**src/dbbe_pkg.sv**
```systemverilog
`timescale 1ns / 1ps
// Shared types, constants and helpers of the dual band bass exciter.
// Used by every module of the block; depends on nothing.
package dbbe_pkg;

  localparam int SAMPLE_WIDTH_DEF = 24;
  localparam int CHANNELS_DEF     = 2;

  localparam int SIG_W     = 32;
  localparam int COEF_W    = 20;
  localparam int MUL_A_W   = 33;
  localparam int MUL_B_W   = 24;
  localparam int ACC_W     = 64;
  localparam int OACC_W    = 40;
  localparam int CFG_IDX_W = 3;
  localparam int CFG_DAT_W = 60;
  localparam int GAIN_W    = 32;

  localparam logic signed [MUL_B_W-1:0] DC_RATE = 24'sd2147484;

  // register indexes
  localparam logic [CFG_IDX_W-1:0] REG_B1_LP   = 3'd0;
  localparam logic [CFG_IDX_W-1:0] REG_B1_BP   = 3'd1;
  localparam logic [CFG_IDX_W-1:0] REG_B1_GAIN = 3'd2;
  localparam logic [CFG_IDX_W-1:0] REG_B2_LP   = 3'd3;
  localparam logic [CFG_IDX_W-1:0] REG_B2_BP   = 3'd4;
  localparam logic [CFG_IDX_W-1:0] REG_B2_GAIN = 3'd5;
  localparam logic [CFG_IDX_W-1:0] REG_B2_EN   = 3'd6;

  localparam logic [GAIN_W-1:0] GAIN_RESET = 32'd2048;

  typedef struct packed {
    logic vld;
    logic clr;
    logic neg;
    logic dbl;
  } mac_op_t;

  // per channel, per band filter and tracking state
  typedef struct packed {
    logic [3:0][SIG_W-1:0] lp;
    logic [3:0][SIG_W-1:0] bp;
    logic [SIG_W-1:0]      dc;
  } slot_t;

  function automatic logic signed [SIG_W-1:0] sat32(input logic signed [ACC_W-1:0] v);
    logic signed [ACC_W-1:0] hi;
    logic signed [ACC_W-1:0] lo;
    hi = 64'sh0000_0000_7FFF_FFFF;
    lo = -64'sh0000_0000_8000_0000;
    if (v > hi) begin
      sat32 = 32'sh7FFF_FFFF;
    end else if (v < lo) begin
      sat32 = 32'sh8000_0000;
    end else begin
      sat32 = v[SIG_W-1:0];
    end
  endfunction

endpackage

```
**src/dbbe_mac.sv**
```systemverilog
`timescale 1ns / 1ps
// Shared two stage multiply-accumulate unit: registered product, then accumulate.
// Depends on dbbe_pkg.
module dbbe_mac (
  input  logic                                     clk_i,
  input  logic                                     rst_ni,
  input  dbbe_pkg::mac_op_t                        op_i,
  input  logic signed [dbbe_pkg::MUL_A_W-1:0]      a_i,
  input  logic signed [dbbe_pkg::MUL_B_W-1:0]      b_i,
  output logic signed [dbbe_pkg::ACC_W-1:0]        acc_o
);
  import dbbe_pkg::*;

  localparam int PROD_W = MUL_A_W + MUL_B_W;

  logic signed [PROD_W-1:0] prod_q;
  mac_op_t                  op_q;
  logic signed [ACC_W-1:0]  acc_q;
  logic signed [ACC_W-1:0]  term;

  always_ff @(posedge clk_i) begin
    prod_q <= a_i * b_i;
  end

  always_comb begin
    term = ACC_W'(prod_q);
    if (op_q.dbl) begin
      term = term <<< 1;
    end
    if (op_q.neg) begin
      term = -term;
    end
  end

  always_ff @(posedge clk_i or negedge rst_ni) begin
    if (!rst_ni) begin
      op_q  <= '0;
      acc_q <= '0;
    end else begin
      op_q <= op_i;
      if (op_q.vld) begin
        acc_q <= (op_q.clr ? '0 : acc_q) + term;
      end
    end
  end

  assign acc_o = acc_q;

endmodule

```
**config.mk**
```make
export PLATFORM = sky130hd
export DESIGN_NAME = dbbe_mac
export DESIGN_NICKNAME = d
export VERILOG_FILES = /design/src/dbbe_pkg.sv /design/src/dbbe_mac.sv
export SDC_FILE = /design/constraint.sdc
export NUM_CORES = 2
export LEC_CHECK = 0
export ABC_AREA = 1
export BUFFER_PORTS_ARGS = -buffer_cell sky130_fd_sc_hd__buf_2
export CELL_PAD_IN_SITES_DETAIL_PLACEMENT = 2
export CELL_PAD_IN_SITES_GLOBAL_PLACEMENT = 2
export CORE_MARGIN = 3
export CORE_UTILIZATION = 40
export DETAILED_ROUTE_END_ITERATION = 7
export GPL_TIMING_DRIVEN = 0
export PLACE_DENSITY = 0.92
export SYNTH_ARGS = -nofsm -noshare
export SYNTH_HDL_FRONTEND = slang
export SYNTH_SLANG_ARGS = --single-unit
```
**constraint.sdc**
```tcl
create_clock -name clk_i -period 6.05 [get_ports clk_i]
set_input_delay 0.605 -clock clk_i [delete_from_list [all_inputs] [get_ports clk_i]]
set_output_delay 0.605 -clock clk_i [all_outputs]
set_load 0.1 [all_outputs]
```
==> results.json, run 1 <==
{
  "yosysWarnings": 0,
  "synth.avg_cell_area_um2": 7.17,
  "lastStage": "4_1_cts",
  "cts_hold_buf": 1,
  "htreeDepth": 4,
  "cts-root-buf": "clkbuf_16",
  "synth_cell_types": 54,
  "synth_cells": 5713,
  "synth_seq_cells": 125,
  "numPortBuffers": 103,
  "dpl.hpwl_um": 200000,
  "fp.dieH_um": 326,
  "error_line": "[ERROR DPL-0033] detailed placement checks failed during check placement.",
  "synthAdderAreaFrac": 0.460,
  "post-cts-setup-buffer-count": 130,
  "ios": 127,
  "yosysSeqAreaShare": 0.0694,
  "syn_area_um2": 41000,
  "rows": 116,
  "gp_congestion": 0.973,
  "die_w_um": 326,
  "synth_top_family_by_area": "adder cells",
  "synthArstFlopShare": 0.544,
  "clock-sinks": 125,
  "initial_core_util": 0.406,
  "synthMuxAreaShare": 0.000489,
  "synth_compound_area_frac": 0.0600,
  "synthSimpleGateAreaFrac": 0.216,
  "status": "aborted with a tool error",
  "synth_xor_area_frac": 0.0276,
  "ys.flop_type": "dfrtp_1",
  "post_cts_resized": 1094,
  "cts_buffers": 17,
  "synth_edf_count": 0,
  "synthesis.nets": 6798,
  "cts.path.max_buffers": 2
}
==> cell families after synthesis <==
family	Yosys count
compound gates	442
xor+xnor	129
fa+ha+maj	1022
buf+inv	1793
flops	125
mux	2
simple gates	2200
==> metrics by stage <==
| stage | cell area [µm²] | setup TNS (ns) | worst slack, ns | std cells | utilization |
|---|---|---|---|---|---|
| 2_1_floorplan | 41400 | -0.304 | -0.128 | 5713 | - |
| 3_3_place_gp | 43600 | -71.84 | -2.28 | 7173 | 0.432 |
| 3_5_place_dp | 43600 | -98.29 | -2.80 | 7174 | 0.432 |
==> Yosys cell counts (2+ instances only) <==
cell type  instances  share of area
o21bai_1          27         0.0049
nor4_1             7         0.0011
buf_6             11         0.0030
nor3b_1            2        0.00037
buf_1              5        0.00046
ha_1             216          0.066
dfxtp_1           57          0.028
clkbuf_1         183          0.017
or2_2             15         0.0023
o21a_1             5        0.00092
dfrtp_1           68          0.042
nand3_1          157          0.019
nor2_2             8         0.0012
o21ai_2           12         0.0026
nor2_4             6         0.0016
o22ai_1            3        0.00046
nand2_2           14         0.0021
a21oi_1          170          0.021
inv_1           1583           0.15
and2_1             2        0.00031
nor2_1           428          0.039
o21ai_1           24         0.0029
nand3b_1           6         0.0011
inv_2              5        0.00046
a21o_1             9         0.0016
and3_1             2        0.00031
xnor2_1           43         0.0092
mux2i_1            2        0.00049
nand2_1         1478           0.14
buf_2              2        0.00024
nand3_2            4        0.00098
o31ai_1            6         0.0011
o21ai_0          160          0.020
o211ai_1           3        0.00055
nand4_1           40         0.0061
nor3_2             2        0.00049
fa_1             806           0.39
xor2_1            86          0.018
a21boi_0           6         0.0011
o21ai_4            2        0.00079
a31oi_1           11         0.0017
nor3_1            25         0.0031
==> run 2, diff against run 1 <==
Settings changed: CELL_PAD_IN_SITES_DETAIL_PLACEMENT 2 to not set, CELL_PAD_IN_SITES_GLOBAL_PLACEMENT 2 to not set, CORE_UTILIZATION 40 to 25, PLACE_DENSITY 0.92 to not set, PLACE_DENSITY_LB_ADDON set to 0.15.
==> run 2 against run 1 <==
Against the previous run: the flow now finishes, with violations (negative setup slack); synthesized area did not move; synthesized cell count did not move.
==> results.json, run 2 <==
{
  "status": "complete, but fails checks",
  "violations": "negative setup slack",
  "synthMuxAreaShare": 0.000489,
  "final_cell_mix": "inv_1 (1,502), nand2_1 (1,407), fa_1 (733), nor2_1 (353), ha_1 (171)",
  "drc_errors": 0,
  "cts.path.max_buffers": 2,
  "drt-pass1-iter-count": 5,
  "syn_area_um2": 41000,
  "drt_iter0_drc": 2401,
  "fp.dieH_um": 411,
  "cp_max_fo": 6,
  "drt-wirelength-per-cell_um": 22.3,
  "skew_ns": 0.0227,
  "grt_max_degree": 60,
  "dpl.hpwl_um": 153000,
  "yosysWarnings": 0,
  "holdWs_ns": 0.228,
  "wl_um": 182000,
  "numPortBuffers": 103,
  "cp_top_family": "adder cells",
  "clk_pin_slew_ns": 0.07,
  "synth.avg_cell_area_um2": 7.17,
  "synthSimpleGateAreaFrac": 0.216,
  "synth_top_family_by_area": "adder cells",
  "ios": 127,
  "drive_above_1_share": 0.171,
  "clock-sinks": 125,
  "synth_common_cells": "inv_1 (1,583), nand2_1 (1,478), fa_1 (806)",
  "synth_cell_types": 54,
  "area_growth_pct": 24.0,
  "slowest_stage": "fa_2",
  "slowest_delay_ns": 0.65,
  "setup_viol": 26,
  "initial_core_util": 0.253,
  "synthTopCellsByArea": "fa_1 (39%), inv_1 (15%), nand2_1 (14%)",
  "viasPerCell": 4.47,
  "synthArstFlopShare": 0.544,
  "ys.flop_type": "dfrtp_1",
  "synth_xor_area_frac": 0.0276,
  "yosys.area.top_type_share": 0.394,
  "ant_nets": 0,
  "grt_use_total": 0.217,
  "critPathBufInv": 10,
  "min_period_ns": 6.31,
  "final_common_cell": "inv_1",
  "rows": 147,
  "cts-root-buf": "clkbuf_16",
  "synthesis.nets": 6798,
  "fmax_mhz": 158,
  "final_max_slew_viol_count": 0,
  "antenna_found_initial": 1,
  "synthAdderAreaFrac": 0.460,
  "maxCapViolCount": 0,
  "rsz0062_at_grt": "true",
  "arrival_ns": 6.71,
  "clkLatencyLatePin_ns": 0.48,
  "synth_seq_cells": 125,
  "gp_congestion": 0.929,
  "slew_headroom": 0.209,
  "synth_most_common_cell": "inv_1",
  "post-route-period-util": 1.04,
  "synth_largest_area_cell": "fa_1",
  "yosysSeqAreaShare": 0.0694,
  "synth_compound_area_frac": 0.0600,
  "worstPathRequired_ns": 6.44,
  "die_w_um": 411,
  "crit_type": "in2reg",
  "htreeDepth": 4,
  "largest_reg_flops": 64,
  "cts_buffers": 17,
  "overflow": 0,
  "critPathLaunchType": "input port",
  "setup_slack_ns": -0.264,
  "cts_tree": "built",
  "synth_cells": 5713,
  "synth_edf_count": 0,
  "fp.dieArea_um2": 169000,
  "grt_pass1_vias": 38800,
  "core_um2": 162000,
  "worst_slew_pin_slew_ns": 1.18,
  "grt_pass1_wl_um": 266000,
  "final_hold_viol_count": 0,
  "end_kind": "flip-flop",
  "min_path_type": "in2reg",
  "nets": 7082,
  "vias": 36500
}
==> run 2: logic make-up (layout without fill, tap and decap cells) <==
kind of cell               count (synthesis)  in the layout
AOI/OAI and AO/OA                        442            442
xor gates and xnor gates                 129            129
adders and majority gates               1022           1022
buffers and inverters                   1793           2090
DFF                                      125            125
muxes                                      2              2
other                                      0              1
and+or+nand+nor                         2200           2200
==> run 2: worst register-to-register path: cells and delay by family, from the launching register on <==
kind / cells / cell delay [ns]
flops: 1 / 0.34
xor+xnor: 1 / 0.13
fa+ha+maj: 2 / 0.54
simple gates: 15 / 2.35
buf+inv: 5 / 0.82
compound gates: 1 / 0.88
==> run 2: area by class of cell <==
type	instances	area, µm²
fillers	17600	111000
multi-input cells	3795	33700
inverters	1590	6010
plain buffers	203	2850
flip-flops and latches	125	2840
well taps	2160	2700
repair buffers	264	2080
clock buffers	18	450
clock inverters	14	131
repair inverters	1	3.75
diodes	1	2.50
==> run 2: metal layers <==
| metal | vias to the layer above | wire length, µm | share of wire | global-route usage |
|---|---|---|---|---|
| li1 | 17100 | - | - | - |
| met1 | 18200 | 78000 | 0.43 | 0.282 |
| met2 | 1039 | 86500 | 0.48 | 0.370 |
| met3 | 232 | 10000 | 0.055 | 0.0277 |
| met4 | 0 | 7380 | 0.041 | 0.0729 |
| met5 | - | 0 | 0 | 0 |
==> run 2: per-stage QoR <==
stage | TNS [ns] | setup slack [ns] | utilization | instances | area [µm²]
after CTS | -1.85 | -0.258 | 0.304 | 8117 | 49200
after detailed placement | -80.13 | -2.59 | 0.276 | 7977 | 44600
after global placement | -80.88 | -2.61 | 0.276 | 7976 | 44600
final | -2.94 | -0.264 | 0.314 | 8171 | 50800
after floorplan | -0.304 | -0.128 | - | 5713 | 41400
after global routing | -6.94 | -0.404 | 0.314 | 8170 | 50800
==> run 2: what timing repair did <==
action	in CTS	in global routing
pin swaps	131	160
endpoints found under the setup margin	46	39
hold endpoints to repair	9	0
setup buffers	103	52
gates cloned	4	1
gates resized for setup	783	344
hold buffers	1	0
==> run 2: path summary, 6_finish.rpt <==
| check | startpoint | end | slack, ns | cells after the start |
|---|---|---|---|---|
| max in group asynchronous | rst_ni | op_q[1]$_DFF_PN0_ | 4.94 | 3 |
| worst max-delay path | b_i[2] | prod_q[53]$_DFF_P_ | -0.26 | 25 |
| worst min-delay path | op_i[3] | op_q[3]$_DFF_PN0_ | 0.23 | 1 |
| worst min register to register | acc_o[36]$_DFFE_PN0P_ | acc_o[36]$_DFFE_PN0P_ | 0.50 | 2 |
| worst max register to register | op_q[0]$_DFF_PN0_ | acc_o[49]$_DFFE_PN0P_ | 0.86 | 24 |
| min in group asynchronous | rst_ni | op_q[0]$_DFF_PN0_ | 0.52 | 2 |
Power of run 2 is left out: the tool's default activity adds up to more than one toggle a clock period on the data nets, which glitch-free logic cannot reach.
