==> src/dbbe_pkg.sv <==
`timescale 1ns / 1ps
// Shared types, constants and helpers of the dual band bass exciter.
// Used by every module of the block; depends on nothing.
package dbbe_pkg;

  localparam int SAMPLE_WIDTH_DEF = 24;
  localparam int CHANNELS_DEF     = 2;

  localparam int SIG_W     = 32;
  localparam int COEF_W    = 20;
  localparam int MUL_A_W   = 33;
  localparam int MUL_B_W   = 24;
  localparam int ACC_W     = 64;
  localparam int OACC_W    = 40;
  localparam int CFG_IDX_W = 3;
  localparam int CFG_DAT_W = 60;
  localparam int GAIN_W    = 32;

  localparam logic signed [MUL_B_W-1:0] DC_RATE = 24'sd2147484;

  // register indexes
  localparam logic [CFG_IDX_W-1:0] REG_B1_LP   = 3'd0;
  localparam logic [CFG_IDX_W-1:0] REG_B1_BP   = 3'd1;
  localparam logic [CFG_IDX_W-1:0] REG_B1_GAIN = 3'd2;
  localparam logic [CFG_IDX_W-1:0] REG_B2_LP   = 3'd3;
  localparam logic [CFG_IDX_W-1:0] REG_B2_BP   = 3'd4;
  localparam logic [CFG_IDX_W-1:0] REG_B2_GAIN = 3'd5;
  localparam logic [CFG_IDX_W-1:0] REG_B2_EN   = 3'd6;

  localparam logic [GAIN_W-1:0] GAIN_RESET = 32'd2048;

  typedef struct packed {
    logic vld;
    logic clr;
    logic neg;
    logic dbl;
  } mac_op_t;

  // per channel, per band filter and tracking state
  typedef struct packed {
    logic [3:0][SIG_W-1:0] lp;
    logic [3:0][SIG_W-1:0] bp;
    logic [SIG_W-1:0]      dc;
  } slot_t;

  function automatic logic signed [SIG_W-1:0] sat32(input logic signed [ACC_W-1:0] v);
    logic signed [ACC_W-1:0] hi;
    logic signed [ACC_W-1:0] lo;
    hi = 64'sh0000_0000_7FFF_FFFF;
    lo = -64'sh0000_0000_8000_0000;
    if (v > hi) begin
      sat32 = 32'sh7FFF_FFFF;
    end else if (v < lo) begin
      sat32 = 32'sh8000_0000;
    end else begin
      sat32 = v[SIG_W-1:0];
    end
  endfunction

endpackage

==> src/dbbe_div.sv <==
`timescale 1ns / 1ps
// Bit-serial restoring divider for the soft clip: round(mag * 2^(QW-1) / (2^(QW-1) + mag)).
// One quotient bit per cycle. Depends on dbbe_pkg.
module dbbe_div #(
  parameter int QW = dbbe_pkg::SAMPLE_WIDTH_DEF
) (
  input  logic                       clk_i,
  input  logic                       rst_ni,
  input  logic                       start_i,
  input  logic [dbbe_pkg::SIG_W-1:0] mag_i,
  output logic                       busy_o,
  output logic [QW-1:0]              quo_o
);
  import dbbe_pkg::*;

  localparam int FRAC  = QW - 1;
  localparam int DEN_W = SIG_W + 1;
  localparam int REM_W = SIG_W + 2;
  localparam int CNT_W = $clog2(QW + 1);

  logic [DEN_W-1:0] den;
  logic [DEN_W-1:0] den_q;
  logic [ACC_W-1:0] num;
  logic [REM_W-1:0] rem_q;
  logic [QW-1:0]    low_q;
  logic [CNT_W-1:0] cnt_q;
  logic             busy_q;
  logic [REM_W:0]   trial;
  logic             fits;

  assign den = (DEN_W'(1) << FRAC) + DEN_W'(mag_i);
  // rounding: add half the divisor to the numerator
  assign num = (ACC_W'(mag_i) << FRAC) + ACC_W'(den >> 1);

  assign trial = {rem_q, low_q[QW-1]};
  assign fits  = trial >= (REM_W + 1)'(den_q);

  always_ff @(posedge clk_i or negedge rst_ni) begin
    if (!rst_ni) begin
      busy_q <= 1'b0;
      cnt_q  <= '0;
    end else if (start_i) begin
      busy_q <= 1'b1;
      cnt_q  <= CNT_W'(QW);
    end else if (busy_q) begin
      cnt_q <= cnt_q - 1'b1;
      if (cnt_q == CNT_W'(1)) begin
        busy_q <= 1'b0;
      end
    end
  end

  always_ff @(posedge clk_i) begin
    if (start_i) begin
      den_q <= den;
      rem_q <= REM_W'(num >> QW);
      low_q <= num[QW-1:0];
    end else if (busy_q) begin
      rem_q <= fits ? REM_W'(trial - (REM_W + 1)'(den_q)) : REM_W'(trial);
      low_q <= {low_q[QW-2:0], fits};
    end
  end

  assign busy_o = busy_q;
  assign quo_o  = low_q;

endmodule

==> config.mk <==
export PLATFORM = sky130hd
export DESIGN_NAME = dbbe_div
export DESIGN_NICKNAME = d
export VERILOG_FILES = /design/src/dbbe_pkg.sv /design/src/dbbe_div.sv
export SDC_FILE = /design/constraint.sdc
export NUM_CORES = 1
export LEC_CHECK = 0
export BUFFER_PORTS_ARGS = -buffer_cell sky130_fd_sc_hd__buf_2
export CAP_MARGIN = 20
export CORE_UTILIZATION = 45
export DETAILED_ROUTE_END_ITERATION = 10
export SKIP_LAST_GASP = 1
export SYNTH_ARGS = -nofsm -noshare
export SYNTH_HDL_FRONTEND = slang
export SYNTH_SLANG_ARGS = --single-unit
==> constraint.sdc <==
create_clock -name clk_i -period 4.3 [get_ports clk_i]
set_clock_uncertainty 0.15 [all_clocks]
set_input_delay 0.645 -clock clk_i [delete_from_list [all_inputs] [get_ports clk_i]]
set_output_delay 0.645 -clock clk_i [all_outputs]
set_load 0.03 [all_outputs]
# After elaboration in Yosys (flattened, before gate mapping)
# Index checks and enable logic that the tools add are counted.
classes:
  add_sub_neg: 4
  n_reduce_logical: 1
  eq_ne: 1
  order_cmp: 1
  muxes: 10
ops:
  columns: ["cell", "count"]
  rows:
  - ["2-to-1 mux 34 bit", 3]
  - ["adder 55 x 32 -> 56 bit", 1]
  - ["2-to-1 mux 24 bit", 2]
  - [">= comparator 35 x 33 -> 1 bit", 1]
  - ["subtractor 34 x 33 -> 34 bit", 1]
  - ["adder 24 x 32 -> 33 bit (first input constant)", 1]
  - ["2-to-1 mux 5 bit", 2]
  - ["== test 5 x 1 -> 1 bit (second input constant)", 1]
  - ["subtractor 5 x 1 -> 5 bit (second input constant)", 1]
  - ["2-to-1 mux 1 bit", 3]
  - ["nonzero test 2 bit", 1]
totals:
  elab_cells: 22
  inputBits: 35
  out_inout_bits: 25
  regBits: 97

# Depth between registers and ports, before layout
# Gate-level depths: netlist (run 1).
logic_depth:
  ltp_word: 4
  depth_mapped: 14
  mapped_depth_nobuf: 13

# Worst setup path before layout (run 1)
# Ideal clock, no wire load.
synth_timing:
  path_kind: "input-to-reg"
  from: "input port mag_i[23] (netlist name)"
  to: "register rem_q[24], data pin"
  n_path_buf: 0
  setup_ns: 0.261
  cell_stages: 13
  path_slack_ns: 0.794
  required_ns: 3.889
  arrival_ns: 3.095
  path_cell_list: "ha_1 > and3_1 > and3_1 > xor2_1 > ha_1 > or4_1 > o21ai_0 > nor2_1 > a21oi_1 > nor2_1 > a21o_1 > a32oi_1 > o21ai_1"
synth_between:
  elab_chain_cells: 3
synth_lines:
  columns: ["item", "line", "rtl"]
  rows:
  - ["start: declaration", "dbbe_div.sv:10", "input logic [dbbe_pkg::SIG_W-1:0] mag_i,"]
  - ["adder 24 x 32 -> 33 bit", "dbbe_div.sv:31", "assign den = (DEN_W'(1) << FRAC) + DEN_W'(mag_i);"]
  - ["via den[29]", "dbbe_div.sv:21", "logic [DEN_W-1:0] den;"]
  - ["adder 55 x 32 -> 56 bit", "dbbe_div.sv:33", "assign num = (ACC_W'(mag_i) << FRAC) + ACC_W'(den >> 1);"]
  - ["2-to-1 mux 34 bit", "dbbe_div.sv:54", "if (start_i) begin"]
  - ["end signal: assignment", "dbbe_div.sv:56", "rem_q <= REM_W'(num >> QW);"]
  - ["end signal: assignment", "dbbe_div.sv:59", "rem_q <= fits ? REM_W'(trial - (REM_W + 1)'(den_q)) : REM_W'(trial);"]
  - ["end: declaration", "dbbe_div.sv:24", "logic [REM_W-1:0] rem_q;"]
# The timed path passes the listed nets, and every way through them passes these cells.
# A chain may end at the register's enable or synchronous reset.

# Worst setup path in the final report (run 1)
layout_timing:
  from: "register den_q[1]"
  to: "register rem_q[30], data pin"
layout_between:
  elab_chain_cells: 4
  word_cells_on_any_way: 5
  cone_classes: "add/sub (1); order compare (1); mux (3)"
layout_lines:
  columns: ["item", "line", "rtl"]
  rows:
  - ["start: declaration", "dbbe_div.sv:22", "logic [DEN_W-1:0] den_q;"]
  - ["start signal: assignment", "dbbe_div.sv:55", "den_q <= den;"]
  - ["subtractor 34 x 33 -> 34 bit or >= comparator 35 x 33 -> 1 bit (tied branches)", "dbbe_div.sv:59, dbbe_div.sv:36", null]
  - ["2-to-1 mux 34 bit (*)", "dbbe_div.sv:59", null]
  - ["2-to-1 mux 34 bit (*)", "dbbe_div.sv:58", "end else if (busy_q) begin"]
  - ["2-to-1 mux 34 bit (*)", "dbbe_div.sv:54", null]
# Mark *: on every way between the ends. The rest lies on a longest branch, timed or not. The select of a mux whose other input is x is not followed.

==> results, run 1 <==
- The synthesis warning total is 0.
- Summed over all instances, the cell type with the most area after synthesis is edfxtp_1.
- Of the total synthesized cell area, the portion taken by XOR and XNOR cells is 0.0782.
- The complex-gate fraction of the synthesized area is 0.146.
- The run finished with clean final reports.
- The count of endpoints failing hold in the final timing report was 0.
- The top cell type's share of synthesized area is 0.400.
- For this design, the slowest cell found on the critical path is nor4_4.
- The global placer's final weighted congestion is 0.818.
- The clock transition at the registers of the reported paths is 70 ps.
- The pre-antenna-repair detailed-routing pass consisted of 5 iterations.
- The number of buffers created by CTS is 9.
- The number of vias in the routed layout is 5185.
- The count of final max-slew check failures is 0.
- In this run, placement finished with an instance count of 889.
- The worst register-to-register path begins at den_q[1]$_DFFE_PP_.
- Global routing finished with a remaining overflow of 0.
- The timing startpoint of the critical path is den_q[1]$_DFFE_PP_.
- The reg-to-reg endpoint is rem_q[30]$_DFFE_PP_.
- The cell that appears most often on the critical path is a21oi_2.
- The global-route wire length before repair is 26300 um.
- At the later pin of the worst-skew pair, clock insertion delay measures 360 ps.
- After legalization and detailed placement, the total HPWL measured 12000 um.
- Ranked by total cell area, the synthesized netlist is headed by edfxtp_1 (40%), ha_1 (8.2%), mux2i_1 (4.4%), xnor2_1 (4.0%), mux2_2 (4.0%).
- In this run the post-CTS setup repair buffer count came out at 0.
- For the pin with the worst max-slew slack, the measured transition is 954 ps.
- TritonCTS built the clock tree.
- The maximum resistive drop on vdd is 0.262 mV.
- Row generation in the floorplan step produced 44 rows.
- For this design the top-level I/O count stands at 60.
- The post-layout utilization of the core is 0.518.
- The fraction of the mapped netlist area in adder cells is 0.0883.
- Setup violations remaining at the end of the flow were counted as 0.
- Counting flops with a built-in enable in the synthesized netlist gives 91.
- The number of antenna diodes is 0.
- The share of total power dissipated in sequential elements is 0.294.
- The number of cells on the worst reg-to-reg path is 12.
- The switching part of the total power is 0.420.
- The number of cells on the worst hold path is 1.
- The cell sitting at the root of the clock tree is a clkbuf_16.
- Among all flip-flop cells after synthesis, the most frequent one is edfxtp_1.
- The netlist uses 69 different library cells.
- The clock network fraction of design power is 0.150.
- The relative slew slack is 0.363.
- Once layout is complete, the cells apart from fillers number 906.
- The number of antenna violations at the first check in global routing is 0.
- The launching element type of the critical path is a register.
- The total negative setup slack is 0 ps.
- By startpoint and endpoint, the worst setup path is classified as register to register.
- The pin count of the biggest net entering global routing is 63.
- The aggregate global-route resource usage is 0.215.
- The data arrival time at the worst-slack endpoint is 3770 ps.
- Traced cell by cell, the critical path runs through inv_1, ha_1, nor2b_1, o21ai_0, o211ai_1, a21oi_2, a21oi_2, nor4_4, or2_1, buf_4, nor3_1, a2111oi_2.
- Power comes to 5.01 mW.
- The final cell area excluding filler cells is 7580 um2.
- For this block, the initial DRC count from the detailed router was 433.
- The path class of the tightest hold or removal check is input port to register.
- The element type at the critical path end is a register.
- Of the available clock period, the critical path in the final layout requires 0.873.
- The final antenna-violating net count is 0.
- From left edge to right edge, the die measures 125 um.
- The maximum clock rate is 0.266 GHz.
- The y dimension of the die is 125 um.
- The clock passes through at most 2 buffers.
- The cell area that synthesis handed to floorplanning was 6830 um2.
- Setup repair after global routing left no endpoint under its margin.
- In this run the static leakage power is 3.24 nW.
- The initial standard-cell utilization of the core is 0.466.
- The worst register-to-register path has a setup slack of 550 ps.
- The post-synthesis instance total is 658.
- In this run the cell area measured after placement is 7310 um2.
- The shortest clock period the worst path allows after layout is 3750 ps.
- The termination of the worst setup path is rem_q[30]$_DFFE_PP_.
- Port buffering added 59 buffers.
- The share of layout cells above drive strength 1 is 0.180.
- The share of synthesized cell area in and, or, nand and nor gates is 0.137.
- The routed length per placed instance is 17.7 um.
- The post-synthesis area per instance is 10.4 um2.
- The final routed wirelength across all metal layers is 16100 um.
- For this design the total switching power over the nets is 2.11 mW.
- Max-cap violations in this run came to 0.
- For this run, the post-layout net count is 799.
- In the synthesized netlist the async set-or-reset flop fraction comes to 0.0619.
- By area, the combinational part of the netlist is dominated by compound AO/OA/AOI/OAI gates.
- The combinational cell fraction of total power is 0.557.
- The via count of the first global-routing pass came to 5166.
- The share of the Yosys chip area taken by registers is 0.422.
- The internal portion of the total power is 2.90 mW.
- The share of synthesized area spent on multiplexers is 0.0835.
- The power density of the placed cells is 661 nW/um2.
- The number of synthesized register bits is 97.
- The largest single stage delay on the critical path is 480 ps.
- The CTS sink count is 97.
- The endpoint required time on the critical path is 4310 ps.
- The number of nets handed over by synthesis was 740.
- Of all nets on the critical path, the largest fanout is 15.
- The number of levels the H-tree was split into is 3.
- From synthesis to final layout, the design area changed by 11.0%.
- The core region is 14600 um2.
- After detailed routing, the number of remaining DRC violations is 0.
- The total die area is 15700 um2.
- The via count normalized by instance count is 5.72.
==> cells by family (layout without fill, tap and decap cells) <==
group,after synthesis,count (layout)
XOR/XNOR,61,61
AND/OR/NAND/NOR,177,177
AO/OA/AOI/OAI,151,151
multiplexers,54,54
adder cells (fa/ha/maj),47,47
flip-flops,97,97
buffers and inverters,71,135
==> power groups by stage <==
stage / clock (mW) / sequential [mW] / combinational [mW]
after floorplan: 0 / 1.52 / 2.10
after global placement: 0 / 1.48 / 2.72
after detailed placement: 0 / 1.49 / 2.76
after CTS: 0.768 / 1.47 / 2.78
after global routing: 0.803 / 1.50 / 3.09
final: 0.751 / 1.47 / 2.79
==> stage by stage <==
stage	hold slack, ps	setup WS (ps)
2_1_floorplan	199	794
4_1_cts	335	525
6_report	341	547
3_3_place_gp	322	562
5_1_grt	341	224
3_5_place_dp	328	470
==> critical path: cells and delay by family, from the launching register on <==
kind	cells	cell delay [ps]
DFF	1	400
AOI/OAI and AO/OA	5	1310
and+or+nand+nor	4	1040
buffers and inverters	2	360
adders and majority gates	1	300
==> sequential cells by signal (all words and copies together), names as in the netlist <==
register  cells
busy_o        1
cnt_q         5
quo_o        24
rem_q        34
den_q        33
==> layout make-up <==
| class | count | area [um2] |
|---|---|---|
| fillers | 1346 | 7060 |
| multi-input cells | 490 | 3640 |
| flip-flops and latches | 97 | 2880 |
| repair buffers | 70 | 383 |
| clock buffers | 11 | 233 |
| well taps | 184 | 230 |
| inverters | 49 | 184 |
| clock inverters | 5 | 33.8 |
==> routing by layer <==
metal / vias up / routed length [um] / part of all wire / global-route usage
met2: 129 / 7580 / 0.47 / 0.353
met1: 2486 / 7590 / 0.47 / 0.291
li1: 2545 / - / - / -
met4: 0 / 286 / 0.018 / 0.0653
met5: - / 0 / 0 / 0
met3: 25 / 606 / 0.038 / 0.0372
==> cell usage after synthesis (3+ instances only) <==
cell type,number
nor2b_1,9
inv_1,49
or4_1,3
xor2_1,30
o21ai_0,23
edfxtp_1,91
nor2_1,35
and4_2,3
dfrtp_1,6
xnor2_1,31
a21o_1,15
a31oi_1,8
o21a_1,12
or2_2,3
clkbuf_1,13
and4_1,3
ha_1,45
nand4_1,12
a22oi_1,6
a21oi_1,46
o31ai_1,3
mux2i_1,30
nand3_1,11
and3_1,11
nand3b_1,3
nand2_1,49
nand2b_1,6
o211ai_1,4
a211oi_1,4
o21bai_1,3
mux2_2,24
o21ai_1,3
nor3_1,13
buf_6,3
==> cell usage in the layout (no fill, tap or decap), drive strengths merged, types with 24 or more instances in the layout <==
cell type / Yosys / routed
edfxtp: 91 / 91
buf: 8 / 69
nand2: 51 / 51
inv: 49 / 49
a21oi: 48 / 48
ha: 45 / 45
nor2: 37 / 37
xnor2: 31 / 31
xor2: 30 / 30
mux2i: 30 / 30
o21ai: 26 / 26
mux2: 24 / 24
==> how the worst min path moves through the flow <==
stage / from / slack (ps) / to
floorplan: rst_ni / 200 / busy_o$_DFF_PN0_
global placement: rst_ni / 320 / busy_o$_DFF_PN0_
detailed placement: rst_ni / 330 / cnt_q[0]$_DFFE_PN0P_
CTS: mag_i[0] / 340 / den_q[0]$_DFFE_PP_
global route: mag_i[0] / 340 / den_q[0]$_DFFE_PP_
finish: mag_i[0] / 340 / den_q[0]$_DFFE_PP_
==> what timing repair did <==
item / 4_1_cts / 5_1_grt
hold buffers: 1 / 0
gates resized for setup: 0 / 0
hold endpoints to repair: 6 / 0
No activity file was read; power rests on OpenSTA's default activity.
==> inputs of run 2 (changes only) <==
--- a/config.mk
+++ b/config.mk
@@ -9,7 +9,6 @@
 export CAP_MARGIN = 20
 export CORE_UTILIZATION = 45
 export DETAILED_ROUTE_END_ITERATION = 10
-export SKIP_LAST_GASP = 1
 export SYNTH_ARGS = -nofsm -noshare
 export SYNTH_HDL_FRONTEND = slang
 export SYNTH_SLANG_ARGS = --single-unit
==> constraint.sdc (replaced) <==
create_clock -name clk_i -period 4.3 [get_ports clk_i]
set_clock_uncertainty 0.15 [all_clocks]
set_input_delay 0.43 -clock clk_i [delete_from_list [all_inputs] [get_ports clk_i]]
set_output_delay 0.43 -clock clk_i [all_outputs]
set_load 0.03 [all_outputs]
==> run 2 against run 1 <==
Total power grew 1.1%. Non-clock buffer count shrank 2. Sequential power is essentially flat. Fmax grew 1.9%.
==> results, run 2 (synthesis gave the netlist of run 1 again) <==
- The data arrival time at the worst-slack endpoint is 3710 ps (-60 ps).
- In this design, the critical path's most frequently occurring cell is a21oi_2.
- The clock transition at the registers of the reported paths is 60 ps (about the same).
- The total overflow reported by the global router is 0 (unchanged).
- The share of layout cells above drive strength 1 is 0.181 (+0.000500).
- The cell area reported after detailed placement is 7300 um2 (about the same).
- The number of antenna violations at the first check in global routing was 0 (unchanged).
- From synthesis to final layout, the design area changed by 11.4%.
- The slew of the pin with the lowest slew margin is 969 ps (+14.9 ps).
- The standby leakage power is 3.25 nW (+0.53%).
- The y dimension of the die came to 125 um (unchanged).
- The number of buffers created by CTS is 9 (unchanged).
- The final cell area excluding filler cells is 7610 um2 (+0.31%).
- The run finished with clean final reports.
- The placed wire-length estimate is 12100 um (+0.48%).
- Setup repair after global routing left no endpoint under its margin.
- The core outline area is 14600 um2 (unchanged).
- The aggregate global-route resource usage came to 0.219 (+0.00400).
- The total negative setup slack was 0 ps (unchanged).
- The cell sitting at the root of the clock tree is a clkbuf_16.
- The critical-path maximum fanout is 15 (unchanged).
- The sequential cell fraction of total power came to 0.290 (-0.004).
- The fraction of the cycle the final worst path needs is 0.857 (-0.0160).
- The number of antenna diodes is 0 (unchanged).
- The buffer count from post-CTS setup fixing is 0 (unchanged).
- The maximum resistive drop on vdd came to 0.261 mV (-0.50%).
- The maximum clock rate came to 0.271 GHz (+1.9%).
- The final net count is 797 (-0.25%).
- The power density of the placed cells is 666 nW/um2 (+0.82%).
- The register with the highest flop count is rem_q.
- The path class of the tightest hold or removal check is input port to register.
- The total die area was 15700 um2 (unchanged).
- The via count of the first global-routing pass is 5223 (+1.1%).
- The maximum buffer depth of the clock tree came to 2 (unchanged).
- The shortest clock period the worst path allows after layout came to 3680 ps (-68.7 ps).
- The delay contributed by the slowest stage of the critical path is 410 ps (-70 ps).
- The reported net switching power came to 2.12 mW (+0.41%).
- The number of levels the H-tree was split into is 3 (unchanged).
- The global placer's final weighted congestion is 0.855 (+4.6%).
- The critical path goes through inv_1, ha_1, nor2b_1, o21ai_0, o211ai_1, a21oi_2, a21oi_2, nor4_4, or2_1, buf_4, nor2_1, a221oi_1.
- The total of buffers placed on input and output ports came to 59 (unchanged).
- The worst-case setup slack after placement is 426 ps (-43.6 ps).
- The combinational cell fraction of total power was 0.553 (-0.004).
- For this design, the slowest cell found on the critical path is nor4_4.
- The worst setup path is launched from a register.
- The number of remaining DRC errors is 0 (unchanged).
- The count of final max-slew check failures is 0 (unchanged).
- TritonCTS built the clock tree.
- The count of standard-cell rows is 44 (unchanged).
- The met2 layer usage reported by global route is 0.367 (+0.0138).
- The routed length per placed instance is 18.1 um (+2.4%).
- The clock network fraction of design power is 0.157 (+0.007).
- The element type at the critical path end is a register.
- The category of the critical setup timing path is register to register.
- The met1 routing resource usage after global routing came to 0.289 (-0.00260).
- The via count normalized by instance count was 5.70 (-0.38%).
- The final antenna-violating net count is 0 (unchanged).
- The post-layout utilization of the core came to 0.519 (+0.00162).
- The final worst setup slack is 615 ps (+68.7 ps).
- The number of vias in the routed layout is 5154 (-0.60%).
- The switching part of the total power is 0.417 (-0.00300).
- The source-to-sink clock delay at the later pin of the worst-skew pair is 350 ps (about the same).
- The number of top-level pins is 60 (unchanged).
- The pin count of the biggest net entering global routing is 65 (+3.2%).
- The die outline width is 125 um (unchanged).
- The most heavily used metal layer in global routing is met2.
- The number of flip-flops in the largest register was 34 (unchanged).
- The global-route track usage on met3 came to 0.0432 (+0.00599).
- The internal portion of total power was 2.95 mW (+1.7%).
- The initial standard-cell utilization of the core was 0.466 (unchanged).
- The DRC marker count from the first detailed-route iteration is 404 (-6.7%).
- Leaving out fill and tap cells, the most frequent cells in the layout are edfxtp_1 (91), buf_2 (58), inv_1 (49), nand2_1 (49), a21oi_1 (46).
- The CTS sink count is 97 (unchanged).
- The count of endpoints failing hold in the final timing report is 0 (unchanged).
- The most common library cell in the layout ignoring fill and taps is edfxtp_1.
- The first-pass detailed-route iteration total is 5 (unchanged).
- The number of violations of the max-capacitance limit is 0 (unchanged).
- The total of endpoints with negative setup slack in the final report is 0 (unchanged).
- The global-route wire length before repair is 26800 um (+1.6%).
- The endpoint required time on the critical path is 4320 ps (about the same).
- The final routed wirelength across all metal layers was 16400 um (+2.1%).
- The relative slew slack is 0.353 (-0.00993).
## run 2: routing by layer
| layer | wire length (um) | part of all wire | vias up |
|---|---|---|---|
| li1 | - | - | 2539 |
| met1 | 7630 | 0.47 | 2475 |
| met2 | 7830 | 0.48 | 124 |
| met3 | 754 | 0.046 | 16 |
| met4 | 187 | 0.011 | 0 |
| met5 | 0 | 0 | - |
## run 2: through the flow
step,total power [mW],hold slack (ps),std cells
global placement,4.22,107,887
CTS,5.07,125,904
floorplan,3.61,-15.6,658
global route,5.44,126,904
finish,5.07,132,904
detailed placement,4.25,115,887
## run 2: area by class of cell
class / instances / area [um2]
sequential: 97 / 2880
tap: 184 / 230
clock inverter: 4 / 26.3
timing repair buffer: 68 / 380
multi-input combinational: 490 / 3640
clock buffer: 12 / 267
inverter: 49 / 184
fill: 1327 / 7040
## run 2: final timing paths
path	startpoint	endpoint	slack, ps	cells past startpoint
worst min-delay path	mag_i[0]	den_q[0]$_DFFE_PP_	130	1
worst max-delay path	den_q[1]$_DFFE_PP_	rem_q[31]$_DFFE_PP_	620	12
max in group asynchronous	rst_ni	busy_o$_DFF_PN0_	3590	2
min in group asynchronous	rst_ni	cnt_q[4]$_DFFE_PN0P_	270	2
worst min register to register	cnt_q[4]$_DFFE_PN0P_	busy_o$_DFF_PN0_	390	2
worst max register to register	den_q[1]$_DFFE_PP_	rem_q[31]$_DFFE_PP_	620	12
## run 2: power by group through the flow
stage	clock network (mW)	registers, mW	logic [mW]
global placement	0	1.48	2.74
detailed placement	0	1.49	2.76
global route	0.851	1.50	3.09
CTS	0.809	1.47	2.78
finish	0.794	1.47	2.80
floorplan	0	1.52	2.10
## run 2: worst max-delay path, delay by kind of cell, from the launching register on
family | cells | cell delay, ps
buffers and inverters | 2 | 370
DFF | 1 | 390
AOI/OAI and AO/OA | 5 | 1330
adders and majority gates | 1 | 300
and+or+nand+nor | 4 | 950
## run 2: what timing repair did
action / in CTS / in global routing
hold buffers: 1 / 0
hold endpoints to repair: 6 / 0
gates resized for setup: 0 / 0
==> inputs of run 3 (changes only) <==
--- a/config.mk
+++ b/config.mk
@@ -5,6 +5,7 @@
 export SDC_FILE = /design/constraint.sdc
 export NUM_CORES = 1
 export LEC_CHECK = 0
+export ABC_AREA = 1
 export BUFFER_PORTS_ARGS = -buffer_cell sky130_fd_sc_hd__buf_2
 export CAP_MARGIN = 20
 export CORE_UTILIZATION = 45
==> run 3 against run 2 <==
Die area grew 21%. Fmax rose by 20%. Largest cell class unchanged. Final area increased by 19%. First-iteration DRC count is 74% higher. Combinational power up 21%. Routed wire length grew 52%. Sequential cell count is the same. Area after synthesis grew 21%.
==> results, run 3 <==
- The cell area reported after detailed placement is 8760 um2 (+20%).
- The met2 layer usage reported by global route is 0.437 (+0.0707).
- The count of standard-cell rows is 49 (+11%).
- The clock network fraction of design power is 0.148 (-0.009).
- The number of remaining DRC errors is 0 (unchanged).
- The share of synthesized registers carrying an async set or reset was 0.0619 (unchanged).
- The number of gates given a new drive strength after cts is 0 (unchanged).
- The slew of the pin with the lowest slew margin came to 824 ps (-145 ps).
- The top cell type's share of synthesized area came to 0.330 (-0.0701).
- The number of top-level pins was 60 (unchanged).
- The core outline area is 18000 um2 (+23%).
- The worst-case setup slack after placement came to 942 ps (+516 ps).
- The maximum resistive drop on vdd is 0.330 mV (+27%).
- The number of enable-type register cells in the synthesized netlist is 91 (unchanged).
- The total die area is 18900 um2 (+21%).
- The DRC marker count from the first detailed-route iteration is 701 (+74%).
- In the synthesized netlist, the cells that appear most often are nand2_1 (473), inv_1 (215), nand3_1 (101).
- The post-synthesis instance area is 8280 um2 (+21%).
- The maximum clock rate was 0.325 GHz (+20%).
- The die outline width is 138 um (+10%).
- The global-route wire length before repair is 39200 um (+47%).
- STA classifies the critical path startpoint as a register.
- The number of nets produced by synthesis is 1304 (+76%).
- The post-layout utilization of the core was 0.503 (-0.0160).
- The aggregate global-route resource usage is 0.279 (+0.0594).
- The source-to-sink clock delay at the later pin of the worst-skew pair was 360 ps (about the same).
- The CTS sink count is 97 (unchanged).
- The shortest clock period the worst path allows after layout is 3080 ps (-605 ps).
- The clock transition at the registers of the reported paths is 70 ps (about the same).
- The register with the highest flop count is rem_q.
- The number of flip-flops in the largest register is 34 (unchanged).
- The met1 routing resource usage after global routing is 0.397 (+0.108).
- The pin count of the biggest net entering global routing came to 75 (+15%).
- The routed length per placed instance is 16.5 um (-8.8%).
- The combinational cell fraction of total power is 0.597 (+0.044).
- The relative slew slack is 0.451 (+0.0975).
- By area the synthesized netlist is led by edfxtp_1 (33%), nand2_1 (21%), inv_1 (9.7%), ha_1 (6.8%), nand3_1 (6.1%).
- The synthesis warning total is 0 (unchanged).
- The total negative setup slack is 0 ps (unchanged).
- The share of layout cells above drive strength 1 came to 0.0820 (-0.0986).
- The final-layout fill cell count is 1879 (+42%).
- The run finished with clean final reports.
- The footprint of the multi-input gates is 4450 um2 (+22%).
- The area growth from synthesis to layout is 9.59%.
- The post-synthesis area per instance is 6.78 um2 (-35%).
- The count of endpoints failing hold in the final timing report was 0 (unchanged).
- The cell chosen for the clock root is clkbuf_16.
- Walking the worst path, the cells encountered are ha_1, nand2_2, nor2_2, nand2_1, clkinv_1, nand4_2, nand3_2, nand2_4, nand2_8, nand3_1, nand2_1, nand2_1.
- The class of the worst hold path is input port to register.
- The endpoint required time on the critical path was 4270 ps (-50 ps).
- In the layout the commonest cells are nand2_1 (472), inv_1 (214), nand3_1 (101).
- The setup path with the least slack is of type register to register.
- The maximum buffer depth of the clock tree was 2 (unchanged).
- The largest individual stage delay along the critical path comes from the cell ha_1.
- The sum of internal, switching and leakage power came to 5.68 mW (+12%).
- The internal portion of total power was 2.92 mW (-1.1%).
- The via count of the first global-routing pass is 7224 (+38%).
- The final antenna-violating net count is 0 (unchanged).
- The total overflow reported by the global router is 0 (unchanged).
- The number of distinct library cells after synthesis is 40 (-42%).
- The final routed wirelength across all metal layers came to 25000 um (+52%).
- The fraction of the cycle the final worst path needs is 0.716 (-0.141).
- The final worst setup slack was 1220 ps (+605 ps).
- The initial standard-cell utilization of the core is 0.459 (-0.00694).
- The number of synthesized register bits came to 97 (unchanged).
- The number of buffers created by CTS is 9 (unchanged).
- The power density of the placed cells was 626 nW/um2 (-6.0%).
- The total of buffers placed on input and output ports was 59 (unchanged).
- met2 is the most crowded layer.
- The most common library cell in the layout ignoring fill and taps is nand2_1.
- The global-route track usage on met3 is 0.0316 (-0.0116).
- The number of levels the H-tree was split into is 3 (unchanged).
- Setup repair after global routing left no endpoint under its margin.
- The post-synthesis instance total is 1222 (+86%).
- The commonest register cell after synthesis is edfxtp_1.
- The reported net switching power is 2.76 mW (+31%).
- The data arrival time at the worst-slack endpoint is 3050 ps (-660 ps).
- The number of antenna violations at the first check in global routing came to 0 (unchanged).
- The switching part of the total power is 0.486 (+0.0688).
- The y dimension of the die was 138 um (+10%).
- The standby leakage power is 4.85 nW (+49%).
- The register area share after synthesis is 0.348 (-0.0740).
- The via count normalized by instance count was 5.15 (-9.7%).
- The worst setup path is captured at a register.
- The delay contributed by the slowest stage of the critical path is 460 ps (+50 ps).
- The number of violations of the max-capacitance limit is 0 (unchanged).
- The number of vias in the routed layout came to 7775 (+51%).
- The storage element area is 2880 um2 (unchanged).
- The global placer's final weighted congestion is 0.958 (+12%).
- The number of antenna diodes is 0 (unchanged).
- The critical-path maximum fanout came to 36 (+21).
- The final cell area excluding filler cells is 9070 um2 (+19%).
- The cell repeated most along the worst path is nand2_1.
- The total of endpoints with negative setup slack in the final report is 0 (unchanged).
- Of all cell types, the one taking the most synthesized area is edfxtp_1.
- The sequential cell fraction of total power is 0.255 (-0.035).
- The placed wire-length estimate is 20000 um (+66%).
- The most frequent cell after synthesis is nand2_1.
- The final net count is 1358 (+70%).
- The count of final max-slew check failures is 0 (unchanged).
- TritonCTS built the clock tree.
- The first-pass detailed-route iteration total came to 5 (unchanged).
run 3: cell types whose count changed after synthesis, moves of 24 or more:
cell,before,now
mux2i_1,30,0
inv_1,49,215
mux2_2,24,0
nand2_1,49,473
nand3_1,11,101
nor2_1,35,77
run 3: critical path, delay by kind of cell, from the launching register on:
family                   cells  cell delay (ps)
AND/OR/NAND/NOR             10             1670
adder cells (fa/ha/maj)      1              460
flip-flops                   1              450
buffers and inverters        1               80
run 3: per-layer routing:
| layer | vias to the layer above | wire length, um |
|---|---|---|
| met4 | 0 | 470 |
| met2 | 218 | 11200 |
| met3 | 26 | 1320 |
| met1 | 3553 | 12000 |
| met5 | - | 0 |
| li1 | 3978 | - |
run 3: cell families (layout without fill, tap and decap cells):
family / after synthesis / count (layout) / share of synthesized area
flip-flops: 97 / 97 / 0.348
XOR/XNOR: 32 / 32 / 0.0338
adder cells (fa/ha/maj): 47 / 47 / 0.0728
AND/OR/NAND/NOR: 733 / 733 / 0.381
buffers and inverters: 238 / 297 / 0.115
AO/OA/AOI/OAI: 75 / 75 / 0.0487
run 3: power by group through the flow:
stage | sequential, mW | clock (mW) | combinational, mW
final | 1.45 | 0.841 | 3.39
after floorplan | 1.48 | 0 | 2.49
after global routing | 1.48 | 0.882 | 3.79
after CTS | 1.45 | 0.855 | 3.36
after detailed placement | 1.47 | 0 | 3.34
after global placement | 1.46 | 0 | 3.34
run 3: final timing paths:
path	depth (start not counted)	start	slack, ps	endpoint
hold / removal	1	mag_i[0]	130	den_q[0]$_DFFE_PP_
max in group asynchronous	2	rst_ni	3580	cnt_q[3]$_DFFE_PN0P_
hold reg to reg	1	cnt_q[2]$_DFFE_PN0P_	370	cnt_q[2]$_DFFE_PN0P_
setup reg to reg	12	rem_q[16]$_DFFE_PP_	1220	rem_q[31]$_DFFE_PP_
min in group asynchronous	2	rst_ni	270	busy_o$_DFF_PN0_
setup / recovery	12	rem_q[16]$_DFFE_PP_	1220	rem_q[31]$_DFFE_PP_
run 3: what timing repair did:
action	4_1_cts	5_1_grt
hold buffers	1	0
endpoints found under the hold margin	6	0
buffers inserted	0	0
run 3: layout make-up:
type / count / area share
Clock buffer: 11 / 0.0267
Clock inverter: 5 / 0.00689
Inverter: 216 / 0.0893
Multi-Input combinational cell: 887 / 0.490
Sequential cell: 97 / 0.318
Tap cell: 229 / 0.0316
Timing Repair Buffer: 65 / 0.0378
run 3: stage by stage:
stage	hold WS [ps]	std cells
finish	133	1510
global route	124	1510
CTS	124	1510
detailed placement	113	1493
global placement	113	1493
floorplan	-15.6	1222
